===== src/rtl/ties_sign_elect_topk_merge_defines.svh =====
// ----------------------------------------------------------------------------
// Assertion macros for the sign-elect top-k merge block
// Property wrappers clocked on clk_i and disabled while rst_ni is low.
// ----------------------------------------------------------------------------
`ifndef TIES_SIGN_ELECT_TOPK_MERGE_DEFINES_SVH
`define TIES_SIGN_ELECT_TOPK_MERGE_DEFINES_SVH
`ifndef SYNTHESIS
`define TSETM_ASSERT_SAME(lbl, ante, cons, msg) \
  lbl: assert property (@(posedge clk_i) disable iff (!rst_ni) (ante) |-> (cons)) \
    else $error(msg);
`define TSETM_ASSERT_NEXT(lbl, ante, cons, msg) \
  lbl: assert property (@(posedge clk_i) disable iff (!rst_ni) (ante) |=> (cons)) \
    else $error(msg);
`else
`define TSETM_ASSERT_SAME(lbl, ante, cons, msg)
`define TSETM_ASSERT_NEXT(lbl, ante, cons, msg)
`endif
`endif


===== src/rtl/tsetm_pkg.sv =====
// ----------------------------------------------------------------------------
// tsetm_pkg
// Shared constants, controller states and command/status types.
// ----------------------------------------------------------------------------
`default_nettype none
package tsetm_pkg;
  localparam int unsigned Dim        = 64;
  localparam int unsigned MaxTensors = 16;
  localparam int unsigned IdxW       = 6;
  localparam int unsigned ValW       = 24;
  localparam int unsigned SumW       = 28;
  localparam int unsigned TallyW     = 6;
  localparam int unsigned CntW       = 5;
  localparam int unsigned EcW        = 7;
  localparam int unsigned DensW      = 17;
  localparam int unsigned CfgIdxW    = 2;

  localparam logic [CfgIdxW-1:0] RegElementCount   = 2'd0;
  localparam logic [CfgIdxW-1:0] RegDensityFraction = 2'd1;

  typedef enum logic [2:0] {
    S_IDLE, S_LOAD, S_RD_I, S_LAT_I, S_RD_J, S_CMP_J, S_DIV, S_EMIT
  } ctrl_state_e;

  typedef struct packed {
    logic load_rd;
    logic load_wr;
    logic i_rd;
    logic i_latch;
    logic j_rd;
    logic j_cmp;
    logic div_step;
    logic emit;
  } cmd_t;

  typedef struct packed {
    logic fin;
    logic j_last;
    logic div_last;
    logic i_last;
  } sts_t;
endpackage
`default_nettype wire


===== src/rtl/tsetm_ctrl.sv =====
// ----------------------------------------------------------------------------
// tsetm_ctrl
// Sequencer for loading, ranking, division and result emission.
// ----------------------------------------------------------------------------
`default_nettype none
module tsetm_ctrl (
  input  wire logic           clk_i,
  input  wire logic           rst_ni,
  input  wire logic           start_i,
  input  tsetm_pkg::sts_t     sts_i,
  output tsetm_pkg::cmd_t     cmd_o,
  output logic                busy_o
);
  import tsetm_pkg::*;

  ctrl_state_e state_q, state_d;

  always_ff @(posedge clk_i or negedge rst_ni) begin
    if (!rst_ni) begin
      state_q <= S_IDLE;
    end else begin
      state_q <= state_d;
    end
  end

  always_comb begin
    state_d = state_q;
    unique case (state_q)
      S_IDLE:  if (start_i) state_d = S_LOAD;
      S_LOAD:  state_d = sts_i.fin ? S_RD_I : S_IDLE;
      S_RD_I:  state_d = S_LAT_I;
      S_LAT_I: state_d = S_RD_J;
      S_RD_J:  state_d = S_CMP_J;
      S_CMP_J: state_d = sts_i.j_last ? S_DIV : S_RD_J;
      S_DIV:   state_d = sts_i.div_last ? S_EMIT : S_DIV;
      S_EMIT:  state_d = sts_i.i_last ? S_IDLE : S_RD_I;
      default: state_d = S_IDLE;
    endcase
  end

  always_comb begin
    cmd_o  = '0;
    busy_o = 1'b1;
    unique case (state_q)
      S_IDLE: begin
        busy_o        = 1'b0;
        cmd_o.load_rd = start_i;
      end
      S_LOAD:  cmd_o.load_wr  = 1'b1;
      S_RD_I:  cmd_o.i_rd     = 1'b1;
      S_LAT_I: cmd_o.i_latch  = 1'b1;
      S_RD_J:  cmd_o.j_rd     = 1'b1;
      S_CMP_J: cmd_o.j_cmp    = 1'b1;
      S_DIV:   cmd_o.div_step = 1'b1;
      S_EMIT:  cmd_o.emit     = 1'b1;
      default: busy_o = 1'b1;
    endcase
  end
endmodule
`default_nettype wire


===== config.mk =====
export PLATFORM = sky130hd
export DESIGN_NAME = tsetm_ctrl
export DESIGN_NICKNAME = d
export VERILOG_FILES = /design/src/rtl/ties_sign_elect_topk_merge_defines.svh /design/src/rtl/tsetm_pkg.sv /design/src/rtl/tsetm_ctrl.sv
export SDC_FILE = /design/constraint.sdc
export NUM_CORES = 1
export LEC_CHECK = 0
export BUFFER_PORTS_ARGS = -buffer_cell sky130_fd_sc_hd__buf_4
export CAP_MARGIN = 20
export CORE_AREA = 8 8 45 47
export DETAILED_ROUTE_END_ITERATION = 16
export DIE_AREA = 0 0 53 55
export SLEW_MARGIN = 15
export SYNTH_ARGS = -nofsm -noshare
export SYNTH_HDL_FRONTEND = slang
export SYNTH_SLANG_ARGS = --single-unit

===== constraint.sdc =====
create_clock -name clk_i -period 1.4 [get_ports clk_i]
set_input_delay 0.21 -clock clk_i [delete_from_list [all_inputs] [get_ports clk_i]]
set_output_delay 0.21 -clock clk_i [all_outputs]
set_load 0.1 [all_outputs]

==> metrics.md, run 1 <==
| Metric | Value |
|---|---|
| Status | `finished, violations left` |
| Failing checks | `setup timing` |
| Vias in the first global route | `306` |
| Final Hold Vio Count | `0` |
| Final HPWL DP | `539 µm` |
| Final worst path period share | `108%` |
| Setup crit end | `cmd_o[7]` |
| Pre-antenna DRT Iters | `4` |
| CP Max Fanout | `2` |
| CP Class | `flip-flop to output port` |
| Diodes inserted | `0` |
| Worst-margin pin slew | `0.280 ns` |
| Layout cells sized above 1 | `68.0%` |
| CP Launch Type | `flip-flop` |
| Total of max-cap violations | `0` |
| Largest register FFs | `3` |
| Die H | `55 µm` |
| Final worst slack | `-0.111 ns` |
| Grt peak-use layer | `met2` |
| Die area | `0.00292 mm²` |
| Initial antenna violation count | `0` |
| Hold Crit Class | `input pin to flip-flop` |
| Yosys reg bits | `3` |
| Synth warnings | `0` |
| Remaining DRCs | `0` |
| Seq/Total Area, Yosys | `31.9%` |
| Worst-path clk slew | `0.04 ns` |
| Met3 Use GR | `5.61%` |
| Fin nets | `58` |
| Max incr delay on CP | `0.41 ns` |
| Critical path's slowest cell | `or3_4` |
| Biggest regs | `state_q: 3 flops` |
| Die W | `53 µm` |
| Minimum clock period | `1.51 ns` |
| Syn Inst Count | `27` |
| Clock Tree Root | `clkbuf_4` |
| Crit path from | `state_q[2]$_DFFE_PN0P_` |
| H-Tree Depth | `1` |
| Final setup violation count | `6` |
| Met2 Use GR | `8.01%` |
| Cell chain of the critical path | `or3_4 > nor2_4 > buf_12` |
| Sink Count | `3` |
| Post-synth cell types | `19` |
| Biggest register | `state_q` |
| Area growth, synth to finish | `155%` |
| Clk Latency, worst-skew pair | `0.23 ns` |
| Port buffer count | `15` |
| Drt wl/cell | `12.0 µm` |
| Total wire length | `794 µm` |
| Initial DRC Count | `2` |
| I/O Pins | `16` |
| CTS Buffer Depth | `2` |
| Leading area contributor after synthesis | `dfrtp_1` |
| Total CTS buffers | `3` |
| Asr flop ratio synth | `100%` |
| CTS tree | `built` |
| Syn_nets | `34` |
| Placer congestion estimate | `0.636` |
| Crit path DAT | `1.30 ns` |
| Post-route ant nets | `0` |
| Synth Cell Area | `235 µm²` |
| CP endpoint kind | `output port` |
| Initial core utilization | `17.0%` |
| Pre-CTS WS | `0.0676 ns` |
| GRT met1 Usage | `6.11%` |
| Number of flops mapped to enable cells by yosys | `0` |
| Max Freq | `662 MHz` |
| Worst R2R End | `state_q[0]$_DFFE_PN0P_` |
| Syn_area_per_cell | `8.71 µm²` |
| Top cells by area, synth | `dfrtp_1 32%, nor3b_1 9.6%, buf_4 6.4%` |
| Reg2Reg Depth | `4` |
| RSZ-0062 raised after global routing | `yes` |
| Post-synth top cells | `3 x dfrtp_1, 3 x nor3b_1` |
| Synth Flop Type | `dfrtp_1` |
| Vias | `288` |
| Final max-slew violation count | `0` |
| Overflow left after global routing | `0` |
| Std-Cell Rows | `14` |
| RR Startpoint | `state_q[1]$_DFFE_PN0P_` |
| Setup Skew | `0.00281 ns` |
| First-pass GRT wire length | `1.25 mm` |
| Number of vias per cell | `4.36` |
| R2R setup slack | `0.35 ns` |
| Rel. slew slack | `81.5%` |
| Core Region | `0.00138 mm²` |
| Worst Path Required | `1.19 ns` |
| Total global-route track usage | `6.08%` |
| Synth top area share | `31.9%` |
| Largest net degree at the start of global routing | `14` |
-- area by class of cell --
type / count / area, µm²
fillers: 142 / 783
repair buffers: 22 / 277
multi-input cells: 19 / 195
flip-flops and latches: 3 / 75.1
clock buffers: 4 / 26.3
well taps: 16 / 20.0
inverters: 2 / 7.51
-- cell usage in the layout, fill, tap and decap left out, drive strengths merged --
cell type | netlist | final
buf | 3 | 21
clkbuf | 0 | 4
nor2 | 3 | 3
nor3b | 3 | 3
dfrtp | 3 | 3
inv | 2 | 2
nand2 | 2 | 2
and3b | 1 | 1
and3 | 1 | 1
or3 | 1 | 1
nor3 | 1 | 1
a311oi | 1 | 1
nand4bb | 1 | 1
nand3b | 1 | 1
nand4b | 1 | 1
nand2b | 1 | 1
nand4 | 1 | 1
xnor2 | 1 | 1
dlygate4sd3 | 0 | 1
-- cells by family (layout without fill, tap and decap cells) --
kind of cell | Yosys count | count (layout) | share of synthesized area [%]
xor gates and xnor gates | 1 | 1 | 3.72
buffers and inverters | 5 | 28 | 11.7
DFF | 3 | 3 | 31.9
and+or+nand+nor | 17 | 17 | 48.9
AOI/OAI and AO/OA | 1 | 1 | 3.72
-- worst min-delay path by stage --
| stage | from | end | slack, ns | cells past startpoint |
|---|---|---|---|---|
| final | sts_i[1] | state_q[0]$_DFFE_PN0P_ | 0.24 | 3 |
| after global routing | sts_i[3] | state_q[1]$_DFFE_PN0P_ | 0.27 | 3 |
| after CTS | sts_i[1] | state_q[0]$_DFFE_PN0P_ | 0.24 | 3 |
| after detailed placement | rst_ni | state_q[2]$_DFFE_PN0P_ | 0.002 | 1 |
| after global placement | rst_ni | state_q[0]$_DFFE_PN0P_ | 0.00003 | 1 |
| after floorplan | rst_ni | state_q[0]$_DFFE_PN0P_ | -0.09 | 0 |
-- critical path, delay by kind of cell, from the launching register on --
| family | cells | cell delay (ns) |
|---|---|---|
| and+or+nand+nor | 2 | 0.52 |
| DFF | 1 | 0.37 |
| buffers and inverters | 1 | 0.18 |
-- metrics by stage --
| step | util, % | instances | hold slack (ns) | cell area (µm²) | TNS [ns] |
|---|---|---|---|---|---|
| 6_report | 43.4 | 66 | 0.236 | 601 | -0.240 |
| 5_1_grt | 43.4 | 66 | 0.266 | 601 | -0.481 |
| 4_1_cts | 41.2 | 65 | 0.238 | 571 | -0.441 |
| 3_5_place_dp | 30.8 | 58 | 0.00162 | 427 | 0 |
| 3_3_place_gp | 30.8 | 58 | 0.0000268 | 427 | 0 |
| 2_1_floorplan | - | 27 | -0.0856 | 298 | -0.966 |
-- per-layer routing --
metal	part of all wire, %	routed length (µm)	up-vias
li1	-	-	139
met3	14	109	0
met2	47	374	11
met1	39	310	138
met5	0	0	-
met4	0	0	0
-- what timing repair did --
action                     CTS  global route
resized for setup           24             5
cloned                       1             0
hold buffers                 1             0
buffers inserted             1             1
pin swaps                    1             2
setup endpoints to repair    9             8
hold endpoints to repair     3             0
Power of run 1 is not shown: default switching activity piles up to over one toggle a cycle in this logic, so the estimate is an artifact.
==> run 2: changes to the inputs <==
PLACE_DENSITY = 0.52   (was unset)
==> run 2 against run 1 <==
- the flow still finishes with violations (setup timing)
- core utilization down 1.4 points
- clock skew barely moved
- highest routed layer unchanged
- non-clock buffer count down 1
- cell count shrank 1.5%
- first-iteration DRC count unchanged
==> metrics.md, run 2 (synthesis results as in run 1) <==
| Metric | Value |
|---|---|
| Worst-margin pin slew | `0.280 ns` |
| Sink Count | `3` |
| Initial DRC Count | `2` |
| Critical path's slowest cell | `or3_4` |
| Die area | `0.00292 mm²` |
| Initial core utilization | `17.0%` |
| CP Launch Type | `flip-flop` |
| FILL cells | `132` |
| Remaining DRCs | `0` |
| Fin nets | `57` |
| Commonest non-fill, non-tap cell in the layout | `buf_4` |
| I/O Pins | `16` |
| Worst-path clk slew | `0.03 ns` |
| Crit path DAT | `1.29 ns` |
| CP endpoint kind | `output port` |
| Die H | `55 µm` |
| Clk Latency, worst-skew pair | `0.22 ns` |
| Cell chain of the critical path | `or3_4 > nor2_4 > buf_12` |
| Number of vias per cell | `4.11` |
| R2R setup slack | `0.31 ns` |
| Minimum clock period | `1.50 ns` |
| Worst path bufs/invs | `1` |
| Biggest register | `state_q` |
| Biggest regs | `state_q: 3 flops` |
| Final max-slew violation count | `0` |
| Total wire length | `765 µm` |
| Failing checks | `setup timing` |
| Vias | `267` |
| CTS Buffer Depth | `2` |
| Final worst path period share | `107%` |
| Largest net degree at the start of global routing | `14` |
| First-pass GRT wire length | `1.15 mm` |
| Worst Path Required | `1.19 ns` |
| Port buffer count | `15` |
| Grt peak-use layer | `met2` |
| Std-Cell Rows | `14` |
| Core Region | `0.00138 mm²` |
| Max Freq | `668 MHz` |
| Rel. slew slack | `81.5%` |
| Hold Crit Class | `input pin to flip-flop` |
| Clock Tree Root | `clkbuf_4` |
| Status | `finished, violations left` |
| H-Tree Depth | `1` |
| GRT met1 Usage | `6.40%` |
| CP Max Fanout | `2` |
| Total global-route track usage | `5.14%` |
| Layout cells sized above 1 | `67.3%` |
| Setup Skew | `0.00300 ns` |
| Drt wl/cell | `11.8 µm` |
| Met3 Use GR | `1.87%` |
| CP Class | `flip-flop to output port` |
| Initial antenna violation count | `0` |
| Met2 Use GR | `7.62%` |
| Placer congestion estimate | `0.691` |
| Util after Layout | `42.0%` |
| Die W | `53 µm` |
| Overflow left after global routing | `0` |
| CTS tree | `built` |
| Post-route ant nets | `0` |
| Pre-antenna DRT Iters | `2` |
| Area growth, synth to finish | `147%` |
| CP top delay family | `simple AND/OR/NAND/NOR gates` |
| Diodes inserted | `0` |
| Total of max-cap violations | `0` |
| Final HPWL DP | `521 µm` |
| Total CTS buffers | `3` |
| Final setup violation count | `8` |
| Max incr delay on CP | `0.41 ns` |
| RSZ-0062 raised after global routing | `yes` |
| Largest register FFs | `3` |
| Vias in the first global route | `266` |
| Most frequent cells in the layout | `9 x buf_4, 6 x buf_12` |
| Final Hold Vio Count | `0` |
| Final worst slack | `-0.0977 ns` |
## run 2: cell types whose count changed in the layout (fill, tap and decap cells not counted), sizes merged
cell  previous run  this run
buf             21        20
## run 2: timing repair
item	4_1_cts	5_1_grt
hold buffers	1	0
buffers inserted	1	0
pin swaps	1	2
gates cloned	1	0
setup endpoints to repair	9	9
hold endpoints to repair	3	0
gates resized for setup	24	2
## run 2: metrics by stage
stage | cells | TNS, ns | hold WS, ns | worst slack, ns | instance area [µm²]
global route | 65 | -0.853 | 0.262 | -0.151 | 581
global placement | 58 | 0 | -0.000206 | 0.0794 | 427
finish | 65 | -0.339 | 0.268 | -0.0977 | 581
CTS | 65 | -0.282 | 0.265 | -0.0930 | 573
detailed placement | 58 | 0 | -0.000611 | 0.0689 | 427
floorplan | 27 | -0.966 | -0.0856 | -0.274 | 298
## run 2: final timing paths
kind | from | cells after the start | to
hold / removal | sts_i[1] | 3 | state_q[0]$_DFFE_PN0P_
min in group asynchronous | rst_ni | 2 | state_q[1]$_DFFE_PN0P_
max in group asynchronous | rst_ni | 2 | state_q[2]$_DFFE_PN0P_
setup reg to reg | state_q[1]$_DFFE_PN0P_ | 4 | state_q[0]$_DFFE_PN0P_
hold reg to reg | state_q[0]$_DFFE_PN0P_ | 2 | state_q[0]$_DFFE_PN0P_
setup / recovery | state_q[2]$_DFFE_PN0P_ | 3 | cmd_o[7]
## run 2: cell type report
| cell class | count | area (µm²) | share of cell area (%) |
|---|---|---|---|
| well taps | 16 | 20.0 | 3.45 |
| repair buffers | 21 | 255 | 44.0 |
| multi-input cells | 19 | 196 | 33.8 |
| inverters | 2 | 7.51 | 1.29 |
| flip-flops and latches | 3 | 75.1 | 12.9 |
| clock buffers | 4 | 26.3 | 4.53 |
## run 2: worst register-to-register path: stages (launching register included)
cell and delay [ns]:
dfrtp_1 0.37, buf_2 0.20, buf_4 0.13, nor3_1 0.04, a311oi_1 0.24
## run 2: layer usage
| layer | vias to the layer above | wire (µm) |
|---|---|---|
| li1 | 136 | - |
| met1 | 122 | 350 |
| met2 | 9 | 350 |
| met3 | 0 | 64 |
| met4 | 0 | 0 |
| met5 | - | 0 |
Power of run 2 is left out for the same reason.
==> run 3: changes to the inputs <==
--- a/config.mk
+++ b/config.mk
@@ -9,2 +9,4 @@
 export CAP_MARGIN = 20
+export CELL_PAD_IN_SITES_DETAIL_PLACEMENT = 0
+export CELL_PAD_IN_SITES_GLOBAL_PLACEMENT = 1
 export CORE_AREA = 8 8 45 47
@@ -12,3 +14,3 @@
 export DIE_AREA = 0 0 53 55
-export PLACE_DENSITY = 0.52
+export PLACE_DENSITY = 0.65
 export SLEW_MARGIN = 15
==> constraint.sdc (replaced) <==
create_clock -name clk_i -period 1.4 [get_ports clk_i]
set_input_delay 0 -clock clk_i [delete_from_list [all_inputs] [get_ports clk_i]]
set_output_delay 0 -clock clk_i [all_outputs]
set_load 0.1 [all_outputs]
==> run 3 against run 2 <==
- the flow now finishes without violations
- routed wire length shrank 5.4%
- setup slack gained 0.17 ns
- cell count shrank 3.1%
- via count shrank 2.2%
- die area is the same
- global-route usage grew 1.2 points
- register-to-register slack gained 0.16 ns
- clock skew shrank 0.00056 ns
- critical path type unchanged
- critical endpoint unchanged
- largest cell class is now multi-input gates
==> metrics.md, run 3 (synthesis results as in run 1) <==
| Metric | Value |
|---|---|
| Largest net degree at the start of global routing | `14` |
| Cell chain of the critical path | `or3_4 > nor2_4 > buf_6` |
| Fin area | `435 µm²` |
| Initial DRC Count | `1` |
| Fin nets | `55` |
| I/O Pins | `16` |
| Final worst path period share | `95.1%` |
| Port buffer count | `15` |
| Setup bufs post-CTS | `0` |
| Total wire length | `724 µm` |
| Commonest non-fill, non-tap cell in the layout | `buf_4` |
| Vias in the first global route | `293` |
| Area growth, synth to finish | `85.1%` |
| Core Region | `0.00138 mm²` |
| Biggest register | `state_q` |
| Sink Count | `3` |
| Setup Skew | `0.00244 ns` |
| Post-route ant nets | `0` |
| CP Max Fanout | `2` |
| CTS tree | `built` |
| Remaining DRCs | `0` |
| Worst-path clk slew | `0.04 ns` |
| Initial antenna violation count | `0` |
| Die area | `0.00292 mm²` |
| Layout cells sized above 1 | `59.6%` |
| Total global-route track usage | `6.35%` |
| Largest register FFs | `3` |
| Biggest regs | `state_q: 3 flops` |
| CP Class | `flip-flop to output port` |
| Worst Path Required | `1.40 ns` |
| Rel. slew slack | `81.5%` |
| Setup_tns | `0 ns` |
| Final setup violation count | `0` |
| Most frequent cells in the layout | `17 x buf_4, 3 x nor3b_2, 3 x clkbuf_4, 3 x dfrtp_1` |
| Final HPWL DP | `512 µm` |
| Overflow left after global routing | `0` |
| Final Hold Vio Count | `0` |
| Total CTS buffers | `3` |
| Final max-slew violation count | `0` |
| Vias | `261` |
| Crit path DAT | `1.33 ns` |
| Die H | `55 µm` |
| Total of max-cap violations | `0` |
| Critical path's slowest cell | `or3_4` |
| R2R setup slack | `0.47 ns` |
| Die W | `53 µm` |
| Std-Cell Rows | `14` |
| Placer congestion estimate | `0.630` |
| Worst-margin pin slew | `0.280 ns` |
| FILL cells | `162` |
| Status | `complete, no violations` |
| CP endpoint kind | `output port` |
| Placement Cell Area | `395 µm²` |
| Hold Crit Class | `input pin to flip-flop` |
| Max Freq | `751 MHz` |
| Clk Latency, worst-skew pair | `0.23 ns` |
| Initial core utilization | `17.0%` |
| CTS Buffer Depth | `2` |
| Drt wl/cell | `11.5 µm` |
| Number of vias per cell | `4.14` |
| Max incr delay on CP | `0.40 ns` |
| Minimum clock period | `1.33 ns` |
| Clock Tree Root | `clkbuf_4` |
| Pre-antenna DRT Iters | `3` |
| Diodes inserted | `0` |
| RSZ-0062 raised after global routing | `no` |
| H-Tree Depth | `1` |
| CP Launch Type | `flip-flop` |
| First-pass GRT wire length | `1.28 mm` |
## run 3: changes by cell type in the layout (fill, tap and decap cells not counted), moves of 3 or more
cell / change
buf_4: +8
buf_12: -6
nor3b_4: -3
nor3b_2: +3
## run 3: worst paths after layout
path / depth (start not counted) / startpoint / endpoint
max reg2reg: 3 / state_q[2]$_DFFE_PN0P_ / state_q[0]$_DFFE_PN0P_
min: 3 / sts_i[1] / state_q[0]$_DFFE_PN0P_
max in group asynchronous: 2 / rst_ni / state_q[1]$_DFFE_PN0P_
max: 3 / state_q[0]$_DFFE_PN0P_ / cmd_o[7]
min reg2reg: 2 / state_q[0]$_DFFE_PN0P_ / state_q[0]$_DFFE_PN0P_
min in group asynchronous: 2 / rst_ni / state_q[0]$_DFFE_PN0P_
## run 3: cell type report
cell class	count	area, µm²	area share (%)
clock buffers	4	26.3	6.03
inverters	2	7.51	1.72
multi-input cells	19	158	36.2
flip-flops and latches	3	75.1	17.2
well taps	16	20.0	4.60
repair buffers	19	149	34.2
## run 3: layer usage
metal,track usage (%),vias to the layer above,routed length [µm]
met5,0,-,0
met4,9.05,0,15
met3,2.94,2,46
met2,7.42,12,326
met1,7.03,111,335
li1,-,136,-
## run 3: what timing repair did
item	4_1_cts	5_1_grt
gates resized for setup	0	1
endpoints found under the setup margin	0	1
hold buffers	1	0
endpoints found under the hold margin	3	0
## run 3: worst max-delay path, delay by kind of cell (launching register included)
family,cells,cell delay (ns)
flops,1,0.36
simple gates,2,0.51
buf+inv,1,0.22
## run 3: metrics by stage
step	utilization, %	hold slack, ns	setup slack, ns	cells
CTS	31.2	0.0425	0.00227	63
detailed placement	28.6	-0.209	0.255	58
global placement	28.6	-0.210	0.266	58
global route	31.5	0.0507	0.00619	63
floorplan	-	-0.296	-0.388	27
finish	31.5	0.0427	0.0687	63
Power of run 3 is left out for the same reason.
